--- src/gpbs_pkg.sv ---
// gpbs_pkg: shared types, codes and constants of the graphic lcd bus sequencer
// no dependencies; used by gpbs_ctrl, gpbs_out_reg and glcd_pixel_bus_sequencer
package gpbs_pkg;

  // default geometry of one display half and of the page count
  localparam int unsigned COLS_PER_CHIP_DEF = 64;
  localparam int unsigned PAGE_COUNT_DEF    = 8;

  // controller commands
  localparam logic [7:0] CMD_ON         = 8'h3F;
  localparam logic [7:0] CMD_COLUMN     = 8'h40;
  localparam logic [7:0] CMD_PAGE       = 8'hB8;
  localparam logic [7:0] CMD_START_LINE = 8'hC0;

  // chip select codes
  localparam logic [1:0] CS_LEFT  = 2'd0;
  localparam logic [1:0] CS_RIGHT = 2'd1;
  localparam logic [1:0] CS_BOTH  = 2'd2;

  // request codes of an input item
  typedef enum logic [1:0] {
    REQ_INIT  = 2'd0,
    REQ_CLEAR = 2'd1,
    REQ_PIXEL = 2'd2,
    REQ_SLOT  = 2'd3
  } req_e;

  // running sequence
  typedef enum logic [1:0] {
    KIND_IDLE  = 2'd0,
    KIND_INIT  = 2'd1,
    KIND_CLEAR = 2'd2,
    KIND_PIXEL = 2'd3
  } kind_e;

  // one bus operation
  typedef struct packed {
    logic [1:0] chip_select;
    logic       data_mode;
    logic       read_op;
    logic [7:0] bus_value;
    logic       last;
  } op_t;

endpackage

--- src/gpbs_ctrl.sv ---
// gpbs_ctrl: sequence state and per-slot bus operation generation
// depends on gpbs_pkg
module gpbs_ctrl #(
  parameter int unsigned COLS_PER_CHIP = gpbs_pkg::COLS_PER_CHIP_DEF,
  parameter int unsigned PAGE_COUNT    = gpbs_pkg::PAGE_COUNT_DEF
) (
  input  logic            clk_i,
  input  logic            rst_ni,
  input  logic            fire_i,
  input  gpbs_pkg::req_e  req_i,
  input  logic [7:0]      x_i,
  input  logic [7:0]      y_i,
  input  logic            color_i,
  input  logic [7:0]      read_data_i,
  output logic            op_valid_o,
  output gpbs_pkg::op_t   op_o
);

  localparam int unsigned RW  = $clog2(COLS_PER_CHIP + 2);
  localparam int unsigned PW  = (PAGE_COUNT > 1) ? $clog2(PAGE_COUNT) : 1;
  localparam int unsigned XM  = 2 * COLS_PER_CHIP;
  localparam int unsigned XQ_MAX = 255 / XM;
  localparam int unsigned XQW = (XQ_MAX > 0) ? $clog2(XQ_MAX + 1) : 1;
  localparam int unsigned YQ_MAX = 31 / PAGE_COUNT;
  localparam int unsigned YQW = (YQ_MAX > 0) ? $clog2(YQ_MAX + 1) : 1;
  // reciprocals scaled by 2^16, exact for the small dividends here
  localparam int unsigned X_RECIP = (65536 + XM - 1) / XM;
  localparam int unsigned Y_RECIP = (65536 + PAGE_COUNT - 1) / PAGE_COUNT;

  localparam logic [RW-1:0] R_LAST_CLR = RW'(COLS_PER_CHIP + 1);
  localparam logic [PW-1:0] PAGE_LAST  = PW'(PAGE_COUNT - 1);

  // set pixel steps
  localparam logic [RW-1:0] PX_COL_A   = RW'(0);
  localparam logic [RW-1:0] PX_PAGE_A  = RW'(1);
  localparam logic [RW-1:0] PX_RD_DUM  = RW'(2);
  localparam logic [RW-1:0] PX_RD_REAL = RW'(3);
  localparam logic [RW-1:0] PX_COL_B   = RW'(4);
  localparam logic [RW-1:0] PX_PAGE_B  = RW'(5);
  localparam logic [RW-1:0] PX_WRITE   = RW'(6);

  gpbs_pkg::kind_e kind_q, kind_d;
  logic [RW-1:0]   r_q, r_d;
  logic            chip_q, chip_d;
  logic [PW-1:0]   page_q, page_d;

  logic [7:0]      x_q, x_d;
  logic [XQW-1:0]  xq_q, xq_d;
  logic [4:0]      ypg_q, ypg_d;
  logic [YQW-1:0]  yq_q, yq_d;
  logic [2:0]      bit_q, bit_d;
  logic            color_q, color_d;
  logic [7:0]      cap_q, cap_d;

  logic [25:0]     x_prod, y_prod;
  logic [8:0]      col_mod;
  logic            px_chip;
  logic [8:0]      px_col;
  logic [4:0]      px_page;
  logic [7:0]      px_mask;
  logic [7:0]      px_data;
  logic [1:0]      px_cs;

  // quotients for the modulo reductions, taken at start
  assign x_prod = 26'(x_i) * 26'(X_RECIP);
  assign y_prod = 26'(y_i[7:3]) * 26'(Y_RECIP);

  // pixel address from the stored operands and quotients
  assign col_mod = 9'(x_q) - 9'(xq_q) * 9'(XM);
  assign px_chip = (col_mod >= 9'(COLS_PER_CHIP));
  assign px_col  = px_chip ? (col_mod - 9'(COLS_PER_CHIP)) : col_mod;
  assign px_page = ypg_q - 5'(yq_q) * 5'(PAGE_COUNT);
  assign px_cs   = px_chip ? gpbs_pkg::CS_RIGHT : gpbs_pkg::CS_LEFT;
  assign px_mask = 8'h01 << bit_q;
  assign px_data = color_q ? (cap_q | px_mask) : (cap_q & ~px_mask);

  always_comb begin
    kind_d     = kind_q;
    r_d        = r_q;
    chip_d     = chip_q;
    page_d     = page_q;
    x_d        = x_q;
    xq_d       = xq_q;
    ypg_d      = ypg_q;
    yq_d       = yq_q;
    bit_d      = bit_q;
    color_d    = color_q;
    cap_d      = cap_q;
    op_valid_o = 1'b0;
    op_o       = '0;
    if (fire_i) begin
      if (req_i != gpbs_pkg::REQ_SLOT) begin
        // start while busy is dropped
        if (kind_q == gpbs_pkg::KIND_IDLE) begin
          r_d    = '0;
          chip_d = 1'b0;
          page_d = '0;
          case (req_i)
            gpbs_pkg::REQ_INIT:  kind_d = gpbs_pkg::KIND_INIT;
            gpbs_pkg::REQ_CLEAR: kind_d = gpbs_pkg::KIND_CLEAR;
            gpbs_pkg::REQ_PIXEL: begin
              kind_d  = gpbs_pkg::KIND_PIXEL;
              x_d     = x_i;
              xq_d    = x_prod[16 +: XQW];
              ypg_d   = y_i[7:3];
              yq_d    = y_prod[16 +: YQW];
              bit_d   = y_i[2:0];
              color_d = color_i;
            end
            default: ;
          endcase
        end
      end else begin
        case (kind_q)
          gpbs_pkg::KIND_INIT: begin
            op_valid_o        = 1'b1;
            op_o.chip_select  = gpbs_pkg::CS_BOTH;
            if (r_q == '0) begin
              op_o.bus_value = gpbs_pkg::CMD_ON;
              r_d            = RW'(1);
            end else begin
              // hand over to the full clear
              op_o.bus_value = gpbs_pkg::CMD_START_LINE;
              kind_d         = gpbs_pkg::KIND_CLEAR;
              r_d            = '0;
              chip_d         = 1'b0;
              page_d         = '0;
            end
          end
          gpbs_pkg::KIND_CLEAR: begin
            op_valid_o       = 1'b1;
            op_o.chip_select = chip_q ? gpbs_pkg::CS_RIGHT : gpbs_pkg::CS_LEFT;
            if (r_q == '0) begin
              op_o.bus_value = gpbs_pkg::CMD_COLUMN;
            end else if (r_q == RW'(1)) begin
              op_o.bus_value = gpbs_pkg::CMD_PAGE | (8'(page_q) & 8'h07);
            end else begin
              op_o.data_mode = 1'b1;
            end
            op_o.last = chip_q && (page_q == PAGE_LAST) && (r_q == R_LAST_CLR);
            if (r_q == R_LAST_CLR) begin
              r_d = '0;
              if (chip_q) begin
                chip_d = 1'b0;
                page_d = page_q + PW'(1);
              end else begin
                chip_d = 1'b1;
              end
            end else begin
              r_d = r_q + RW'(1);
            end
            if (op_o.last) begin
              kind_d = gpbs_pkg::KIND_IDLE;
              r_d    = '0;
            end
          end
          gpbs_pkg::KIND_PIXEL: begin
            op_valid_o       = 1'b1;
            op_o.chip_select = px_cs;
            r_d              = r_q + RW'(1);
            case (r_q)
              PX_COL_A, PX_COL_B: begin
                op_o.bus_value = gpbs_pkg::CMD_COLUMN | {2'b00, px_col[5:0]};
                // the real read byte arrives with the second column slot
                if (r_q == PX_COL_B) cap_d = read_data_i;
              end
              PX_PAGE_A, PX_PAGE_B: begin
                op_o.bus_value = gpbs_pkg::CMD_PAGE | {5'b00000, px_page[2:0]};
              end
              PX_RD_DUM, PX_RD_REAL: begin
                op_o.data_mode = 1'b1;
                op_o.read_op   = 1'b1;
              end
              default: begin
                op_o.data_mode = 1'b1;
                op_o.bus_value = px_data;
                op_o.last      = 1'b1;
                kind_d         = gpbs_pkg::KIND_IDLE;
                r_d            = '0;
              end
            endcase
          end
          default: ;
        endcase
      end
    end
  end

  always_ff @(posedge clk_i or negedge rst_ni) begin
    if (!rst_ni) begin
      kind_q <= gpbs_pkg::KIND_IDLE;
      r_q    <= '0;
      chip_q <= 1'b0;
      page_q <= '0;
    end else begin
      kind_q <= kind_d;
      r_q    <= r_d;
      chip_q <= chip_d;
      page_q <= page_d;
    end
  end

  always_ff @(posedge clk_i) begin
    x_q     <= x_d;
    xq_q    <= xq_d;
    ypg_q   <= ypg_d;
    yq_q    <= yq_d;
    bit_q   <= bit_d;
    color_q <= color_d;
    cap_q   <= cap_d;
  end

  a_px_step: assert property (@(posedge clk_i) disable iff (!rst_ni)
    kind_q == gpbs_pkg::KIND_PIXEL |-> r_q <= PX_WRITE)
    else $error("pixel step out of range");

  a_clr_pos: assert property (@(posedge clk_i) disable iff (!rst_ni)
    kind_q == gpbs_pkg::KIND_CLEAR |-> (r_q <= R_LAST_CLR) && (page_q <= PAGE_LAST))
    else $error("clear position out of range");

  a_init_step: assert property (@(posedge clk_i) disable iff (!rst_ni)
    kind_q == gpbs_pkg::KIND_INIT |-> r_q <= RW'(1))
    else $error("init step out of range");

  a_last_idle: assert property (@(posedge clk_i) disable iff (!rst_ni)
    op_valid_o && op_o.last |=> kind_q == gpbs_pkg::KIND_IDLE && r_q == '0)
    else $error("sequence not idle after last operation");

endmodule

--- src/gpbs_out_reg.sv ---
// gpbs_out_reg: result register between the sequencer and the output channel
// depends on gpbs_pkg
module gpbs_out_reg (
  input  logic          clk_i,
  input  logic          rst_ni,
  input  logic          take_i,
  input  logic          op_valid_i,
  input  gpbs_pkg::op_t op_i,
  output logic          can_take_o,
  output logic          out_valid_o,
  input  logic          out_ready_i,
  output gpbs_pkg::op_t op_o
);

  logic          valid_q, valid_d;
  gpbs_pkg::op_t op_q;

  // a held result that is taken this cycle frees the slot
  assign can_take_o = !valid_q || out_ready_i;

  always_comb begin
    valid_d = valid_q;
    if (take_i) begin
      valid_d = op_valid_i;
    end else if (out_ready_i) begin
      valid_d = 1'b0;
    end
  end

  always_ff @(posedge clk_i or negedge rst_ni) begin
    if (!rst_ni) begin
      valid_q <= 1'b0;
    end else begin
      valid_q <= valid_d;
    end
  end

  always_ff @(posedge clk_i) begin
    if (take_i && op_valid_i) begin
      op_q <= op_i;
    end
  end

  assign out_valid_o = valid_q;
  assign op_o        = op_q;

  a_no_overwrite: assert property (@(posedge clk_i) disable iff (!rst_ni)
    valid_q && !out_ready_i |=> valid_q && $stable(op_q))
    else $error("held result lost");

  a_take_room: assert property (@(posedge clk_i) disable iff (!rst_ni)
    take_i |-> can_take_o)
    else $error("item taken without room");

  a_fresh: assert property (@(posedge clk_i) disable iff (!rst_ni)
    take_i && op_valid_i |=> valid_q)
    else $error("result dropped");

endmodule

--- src/glcd_pixel_bus_sequencer.sv ---
// glcd_pixel_bus_sequencer: top level of the dual-chip 128x64 lcd bus sequencer
// depends on gpbs_pkg, gpbs_ctrl and gpbs_out_reg
// a bus slot item's operation is held in the result register before it is shown
// throughput: one item per cycle while the output is not stalled, set by the single result register
// start items give no result; a start while a sequence runs is dropped
// reset: async active low, sequence goes idle, result register empty
module glcd_pixel_bus_sequencer #(
  parameter int unsigned COLS_PER_CHIP = gpbs_pkg::COLS_PER_CHIP_DEF,
  parameter int unsigned PAGE_COUNT    = gpbs_pkg::PAGE_COUNT_DEF
) (
  input  logic       clk_i,
  input  logic       rst_ni,
  // request channel
  input  logic       in_valid_i,
  output logic       in_ready_o,
  input  logic [1:0] req_type_i,
  input  logic [7:0] x_i,
  input  logic [7:0] y_i,
  input  logic       color_i,
  input  logic [7:0] read_data_i,
  // bus operation channel
  output logic       out_valid_o,
  input  logic       out_ready_i,
  output logic [1:0] chip_select_o,
  output logic       data_mode_o,
  output logic       read_op_o,
  output logic [7:0] bus_value_o,
  output logic       last_o
);

  logic          fire;
  logic          can_take;
  logic          op_valid;
  gpbs_pkg::op_t op_next;
  gpbs_pkg::op_t op_out;

  // an item is taken whenever the result register has room or drains now
  assign in_ready_o = can_take;
  assign fire       = in_valid_i && can_take;

  // sequence state: kind, step counter, clear position, pixel operands
  gpbs_ctrl #(
    .COLS_PER_CHIP (COLS_PER_CHIP),
    .PAGE_COUNT    (PAGE_COUNT)
  ) u_ctrl (
    .clk_i       (clk_i),
    .rst_ni      (rst_ni),
    .fire_i      (fire),
    .req_i       (gpbs_pkg::req_e'(req_type_i)),
    .x_i         (x_i),
    .y_i         (y_i),
    .color_i     (color_i),
    .read_data_i (read_data_i),
    .op_valid_o  (op_valid),
    .op_o        (op_next)
  );

  // result register decouples the downstream stall from intake
  gpbs_out_reg u_out_reg (
    .clk_i       (clk_i),
    .rst_ni      (rst_ni),
    .take_i      (fire),
    .op_valid_i  (op_valid),
    .op_i        (op_next),
    .can_take_o  (can_take),
    .out_valid_o (out_valid_o),
    .out_ready_i (out_ready_i),
    .op_o        (op_out)
  );

  assign chip_select_o = op_out.chip_select;
  assign data_mode_o   = op_out.data_mode;
  assign read_op_o     = op_out.read_op;
  assign bus_value_o   = op_out.bus_value;
  assign last_o        = op_out.last;

  // a held result never changes until it is taken
  a_out_hold: assert property (@(posedge clk_i) disable iff (!rst_ni)
    out_valid_o && !out_ready_i |=> out_valid_o && $stable(bus_value_o)
      && $stable(chip_select_o) && $stable(last_o))
    else $error("output changed while stalled");

  // a read access never drives data
  a_read_zero: assert property (@(posedge clk_i) disable iff (!rst_ni)
    out_valid_o && read_op_o |-> data_mode_o && bus_value_o == 8'h00)
    else $error("read access with data");

  // both chips are only selected for the init commands
  a_both_cmd: assert property (@(posedge clk_i) disable iff (!rst_ni)
    out_valid_o && chip_select_o == gpbs_pkg::CS_BOTH |->
      !data_mode_o && !last_o
      && (bus_value_o == gpbs_pkg::CMD_ON || bus_value_o == gpbs_pkg::CMD_START_LINE))
    else $error("bad broadcast operation");

endmodule
--- config.mk ---
export PLATFORM = sky130hd
export DESIGN_NAME = glcd_pixel_bus_sequencer
export DESIGN_NICKNAME = d
export VERILOG_FILES = /design/src/gpbs_pkg.sv /design/src/gpbs_ctrl.sv /design/src/gpbs_out_reg.sv /design/src/glcd_pixel_bus_sequencer.sv
export SDC_FILE = /design/constraint.sdc
export NUM_CORES = 1
export LEC_CHECK = 0
export BUFFER_PORTS_ARGS = -buffer_cell sky130_fd_sc_hd__clkbuf_2
export CORE_UTILIZATION = 56
export CTS_CLUSTER_DIAMETER = 200
export DETAILED_ROUTE_END_ITERATION = 6
export MAX_ROUTING_LAYER = met4
export PLACE_DENSITY = 0.87
export SLEW_MARGIN = 20
export SYNTH_ARGS = -nofsm -noshare
export SYNTH_HDL_FRONTEND = slang
export SYNTH_SLANG_ARGS = --single-unit
export TNS_END_PERCENT = 5
--- constraint.sdc ---
create_clock -name clk_i -period 2.6 [get_ports clk_i]
set_input_delay 0.52 -clock clk_i [delete_from_list [all_inputs] [get_ports clk_i]]
set_output_delay 0.52 -clock clk_i [all_outputs]
set_load 0.05 [all_outputs]
# Yosys cells after proc, flatten, opt, wreduce, memory -nomap -nowiden
# Index checks and enable logic that the tools add are counted.
# op_classes
addsub	5
n_mul	0
n_div	0
n_lt_le_gt_ge	1
n_eq_ne	20
n_shift	1
muxes	48
n_bitwise	6
reduce_logical	26
# ops
cell	count
8-bit case mux with 3 select lines	2
7-bit 2-to-1 mux	5
8-bit 2-to-1 mux	4
7-bit case mux with 3 select lines	1
1-bit 2-to-1 mux	18
2-bit case mux with 3 select lines	3
3-bit 2-to-1 mux	5
7-bit by 2-bit == test with 1-bit output (second input constant)	2
7-bit by 3-bit == test with 1-bit output (second input constant)	2
2-bit 2-to-1 mux	5
5-bit AND reduction	2
9-bit by 7-bit greater-or-equal comparator with 1-bit output (second input constant)	1
3-bit by 1-bit inequality test with 1-bit output (second input constant)	3
8-bit by 8-bit subtractor with 9-bit output	1
8-bit AND	1
8-bit NOT	1
8-bit OR	1
2-bit OR reduction	4
1-bit by 3-bit << shifter with 8-bit output (first input constant)	1
7-bit by 1-bit adder with 7-bit output (second input constant)	1
7-bit by 1-bit == test with 1-bit output (second input constant)	1
7-bit == test (second input constant)	1
7-bit logical NOT	1
7-bit AND reduction	1
other kinds (26)	40
# totals
ff_bits	51
latchBits	0
ram_bits	0
mem_bits_ro	0
inputBits	31
out_inout_bits	15
elab_cells	123
memories	0

# Depth between registers and ports, before layout
# logic_depth
word_depth	6
ltp_mapped	8

# By module
# From an unflattened synthesis, not the netlist that was laid out.
# unflattened
cells_unflattened	255
area_unflattened_um2	2766.4
# modules_own_cells
mod	n_inst	cells_each	area_per_inst_um2
gpbs_ctrl	1	237	2314.7
gpbs_out_reg	1	17	445.4
glcd_pixel_bus_sequencer	1	1	6.3

# Worst setup path after synthesis
# OpenSTA, ideal clock, no wires.
# synth_timing
path_kind	register to register
startpoint	register u_out_reg.valid_q (netlist: u_out_reg.out_valid_o)
endpoint	register u_ctrl.kind_q[0]
arrival_time_ns	2.313
required_ns	2.479
slack_ns	0.166
stages_incl_launch_ff	7
path_buffers	1
synth_period_minus_slack_ns	2.434
path_cell_list	dfrtp_1 nand2b_1 clkbuf_1 o211ai_1 a21oi_1 or4b_4 a22o_1
# synth_via
elab_chain_len	4
# synth_lines
element	line	source
from (decl)	gpbs_out_reg.sv:15	logic valid_q, valid_d;
from (signal assigned)	gpbs_out_reg.sv:34	valid_q <= valid_d;
1-bit logical NOT	gpbs_out_reg.sv:19	assign can_take_o = !valid_q || out_ready_i;
1-bit logical OR	gpbs_out_reg.sv:19	
named net in_ready_o	glcd_pixel_bus_sequencer.sv:15	output logic in_ready_o,
1-bit logical AND	glcd_pixel_bus_sequencer.sv:39	assign fire = in_valid_i && can_take;
7-bit AND reduction (no source line)	--	
to (signal assigned)	gpbs_ctrl.sv:191	kind_q <= gpbs_pkg::KIND_IDLE;
to (signal assigned)	gpbs_ctrl.sv:196	kind_q <= kind_d;
to (decl)	gpbs_ctrl.sv:42	gpbs_pkg::kind_e kind_q, kind_d;
# The timed path passes the listed nets, and every way through them passes these cells.
# A chain may end at the register's enable or synchronous reset.

# Final worst setup path
# layout_timing
startpoint	register u_ctrl.r_q[0]
endpoint	register u_out_reg.op_q (netlist bit u_out_reg.op_o[4]), data pin
# layout_via
elab_chain_len	4
word_cells_on_any_way	14
# layout_lines
element	line	source
from (decl)	gpbs_ctrl.sv:43	logic [RW-1:0] r_q, r_d;
from (signal assigned)	gpbs_ctrl.sv:197	r_q <= r_d;
7-bit by 2-bit == test with 1-bit output (tied with other cells)	gpbs_ctrl.sv:161	case (r_q)
2-bit OR reduction / 8-bit 2-to-1 mux (equally long branches)	gpbs_ctrl.sv:161, gpbs_ctrl.sv:135	
8-bit case mux with 3 select lines / 8-bit 2-to-1 mux (equally long branches)	gpbs_ctrl.sv:161, gpbs_ctrl.sv:133	
8-bit case mux with 3 select lines (*)	gpbs_ctrl.sv:114	case (kind_q)
to (signal assigned)	gpbs_out_reg.sv:40	op_q <= op_i;
to (decl)	gpbs_out_reg.sv:16	gpbs_pkg::op_t op_q;
# Every way passes the cells marked *; elsewhere a longest branch is shown, timed or not.

==> summary.txt <==
Timing
  • Total Neg Setup Slack: 0 ns
  • Crit path time final: 2.26 ns
  • Final Max Slew Viols: 0
  • RSZ-0062 raised after global routing: false
  • Slew HR: 69.0%
  • Worst Tran Pin Value: 0.462 ns
  • Final setup violating endpoints: 0
  • Hold Vio Cnt, Final: 0
  • Worst Clk Skew: 0.00380 ns
  • Achievable Freq: 443 MHz
  • Tcrit/Tclk final: 86.9%

Floorplanning
  • Die W: 70.9 um
  • Initial Util: 59.5%
  • Chip height: 70.9 um
  • IO Count: 46
  • Die ar.: 5030 sq um
  • Core ar.: 4470 sq um
  • FP Rows: 24

Min path
  • Min-delay worst type: in2async

Power and ir drop
  • Leak: 1.27 nW
  • VDD IR max: 0.455 mV
  • Pwr/cell area: 720 nW/um^2

Critical path
  • Critical Path Sink Type: flip-flop
  • Max incr delay on CP: 0.42 ns
  • Crit path launch type: flip-flop
  • Delay-heaviest family, CP: compound AO/OA/AOI/OAI gates
  • Kind of critical path: reg2reg
  • Arrival time at the worst endpoint: 2.39 ns
  • Slowest-stage cell, CP: dfrtp_1
  • Req. time, crit path: 2.73 ns
  • Crit path max fanout: 12
  • Worst path bufs/invs: 1
  • Critical path, cell by cell: inv_1, ha_1, o21ai_0, o211ai_2, or2_2, a31oi_1

Routing
  • Vias per cell: 5.91
  • Post-DRT Antenna Nets: 0
  • Routed wire length: 5220 um
  • Wire length per cell: 15.6 um
  • Drt first pass iters: 7
  • Via count: 1973
  • # DRC: 10
  • Initial DRC count: 192

CTS
  • Worst-skew pair later-pin latency: 0.30 ns
  • Cts hold-fix bufs: 0
  • Post-CTS setup buffer count: 0
  • Clock-pin slew on the worst setup and hold paths: 0.09 ns
  • Cts repair resizes: 0
  • CTS H-tree lvls: 2
  • Clock root buffer: clkbuf_8
  • Sink Count: 49
  • Maximum clock path buffer count: 2
  • CTS tree: yes
  • TritonCTS Buffers: 5

Layout
  • Finished Layout Cells: 334
  • Area of the multi-input gates: 1180 sq um
  • Area occupied by registers: 1400 sq um
  • Area Growth Syn to Fin: 13.8%
  • Share of cells above drive strength 1: 24.8%
  • Fillers: 345
  • Final nets: 327
  • N_diodes: 0

GRT
  • Global-route usage over all layers: 22.8%
  • Vias in the first global route: 1809
  • Global route overflow: 0
  • First-pass GRT wire length: 8440 um
  • Largest net degree at the start of global routing: 18
  • Initial antenna violation count: 0

Placed design
  • Input/output buffers: 42
  • Post-DP HPWL: 3840 um
  • Placed cells: 326
  • GPL Wtd Cong: 0.962

Synthesis
  • Area leader, netlist: edfxtp_1
  • Post-synthesis register bit count: 49
  • Synth Warn #: 0
  • Synth Flop Type: edfxtp_1
  • Average size of a mapped cell: 11.2 sq um
  • Asr flop ratio synth: 28.6%
  • Area contributors post-synth: edfxtp_1 40%, dfrtp_1 13%, ha_1 7.1%
  • Cell Area, Synth: 2660 sq um
  • Syn nets: 284
  • Syn Inst Count: 238
  • Synth cell types: 51
  • Top-count cell post-synth: edfxtp_1
  • Synth top area share: 39.5%
  • Commonest cells post-synth: 35 x edfxtp_1, 21 x nand2_1, 18 x nor2_1
  • Seq/Total Area, Yosys: 52.7%
  • Number of synthesized flops with an enable pin: 35

Status
  • Status: finished, violations left
  • Failing checks: DRC

Job
  • Max-cap viol count: 0
area by class of cell:
cell class / count / area share (%)
Clock buffer: 5 / 2.27
Clock inverter: 3 / 0.868
Inverter: 9 / 1.12
Multi-Input combinational cell: 169 / 39.1
Sequential cell: 49 / 46.3
Tap cell: 52 / 2.15
Timing Repair Buffer: 47 / 8.19
per-stage QoR:
step,total power [mW],utilization [%],hold WS (ns),cell area [sq um],setup slack [ns]
global placement,1.70,65.5,0.442,2930,0.343
global route,2.30,67.6,0.132,3030,0.197
finish,2.18,67.6,0.107,3030,0.341
floorplan,1.52,-,0.224,2660,0.166
detailed placement,1.72,65.5,0.448,2930,0.304
CTS,2.18,67.6,0.120,3030,0.375
state kept, by name (all words and copies together) (netlist names):
register / flops
u_ctrl.bit_q: 3
u_ctrl.cap_q: 8
u_ctrl.chip_q: 1
u_ctrl.color_q: 1
u_ctrl.kind_q: 2
u_ctrl.page_q: 3
u_ctrl.r_q: 7
u_ctrl.x_q: 7
u_ctrl.ypg_q: 3
u_out_reg.op_o: 13
u_out_reg.out_valid_o: 1
power breakdown:
group	internal (mW)	switching, mW	total [mW]
registers	0.894	0.0430	0.937
clock network	0.195	0.258	0.453
logic	0.283	0.504	0.787
total	1.37	0.805	2.18
path summary, 6_finish.rpt:
kind	cells past startpoint	start	slack, ns	end
worst max-delay path	6	u_ctrl.r_q[0]	0.34	u_out_reg.op_o[4]
worst min-delay path	1	rst_ni	0.11	u_ctrl.r_q[0]
worst max register to register	6	u_ctrl.r_q[0]	0.34	u_out_reg.op_o[4]
worst min register to register	1	u_ctrl.page_q[2]	0.58	u_ctrl.page_q[2]
max in group asynchronous	1	rst_ni	2.23	u_ctrl.page_q[2]
min in group clk_i	1	read_data_i[2]	0.38	u_ctrl.cap_q[2]
worst register-to-register path, stage by stage, from the launching register on:
cell and delay [ns]:
dfrtp_1 0.42, inv_1 0.08, ha_1 0.35, o21ai_0 0.38
o211ai_2 0.28, or2_2 0.35, a31oi_1 0.23
logic make-up (layout without fill, tap and decap cells):
group | Yosys count | after routing | synth area share [%]
AO/OA/AOI/OAI | 54 | 54 | 14.6
buffers and inverters | 20 | 64 | 2.82
AND/OR/NAND/NOR | 90 | 90 | 19.0
adder cells (fa/ha/maj) | 15 | 15 | 7.06
multiplexers | 10 | 10 | 3.81
flip-flops | 49 | 49 | 52.7
layout by cell type (no fill, tap or decap), types with 6 or more instances in the layout:
master / netlist / final
clkbuf_2: 0 / 42
edfxtp_1: 35 / 35
nand2_1: 21 / 21
nor2_1: 18 / 18
ha_1: 15 / 15
dfrtp_1: 14 / 14
a21oi_1: 11 / 11
inv_1: 9 / 9
mux2i_1: 9 / 9
nand3_1: 7 / 7
and3_1: 6 / 6
a31oi_1: 6 / 6
o21ai_0: 6 / 6
a22o_1: 6 / 6
metal layers:
metal	vias up	share of wire [%]	global-route usage, %
met2	87	45	33.4
met1	907	45	31.5
met4	0	1.7	8.44
met3	12	8.3	4.70
li1	967	-	-
met5	-	0	-
No activity file was read; power rests on OpenSTA's default activity.
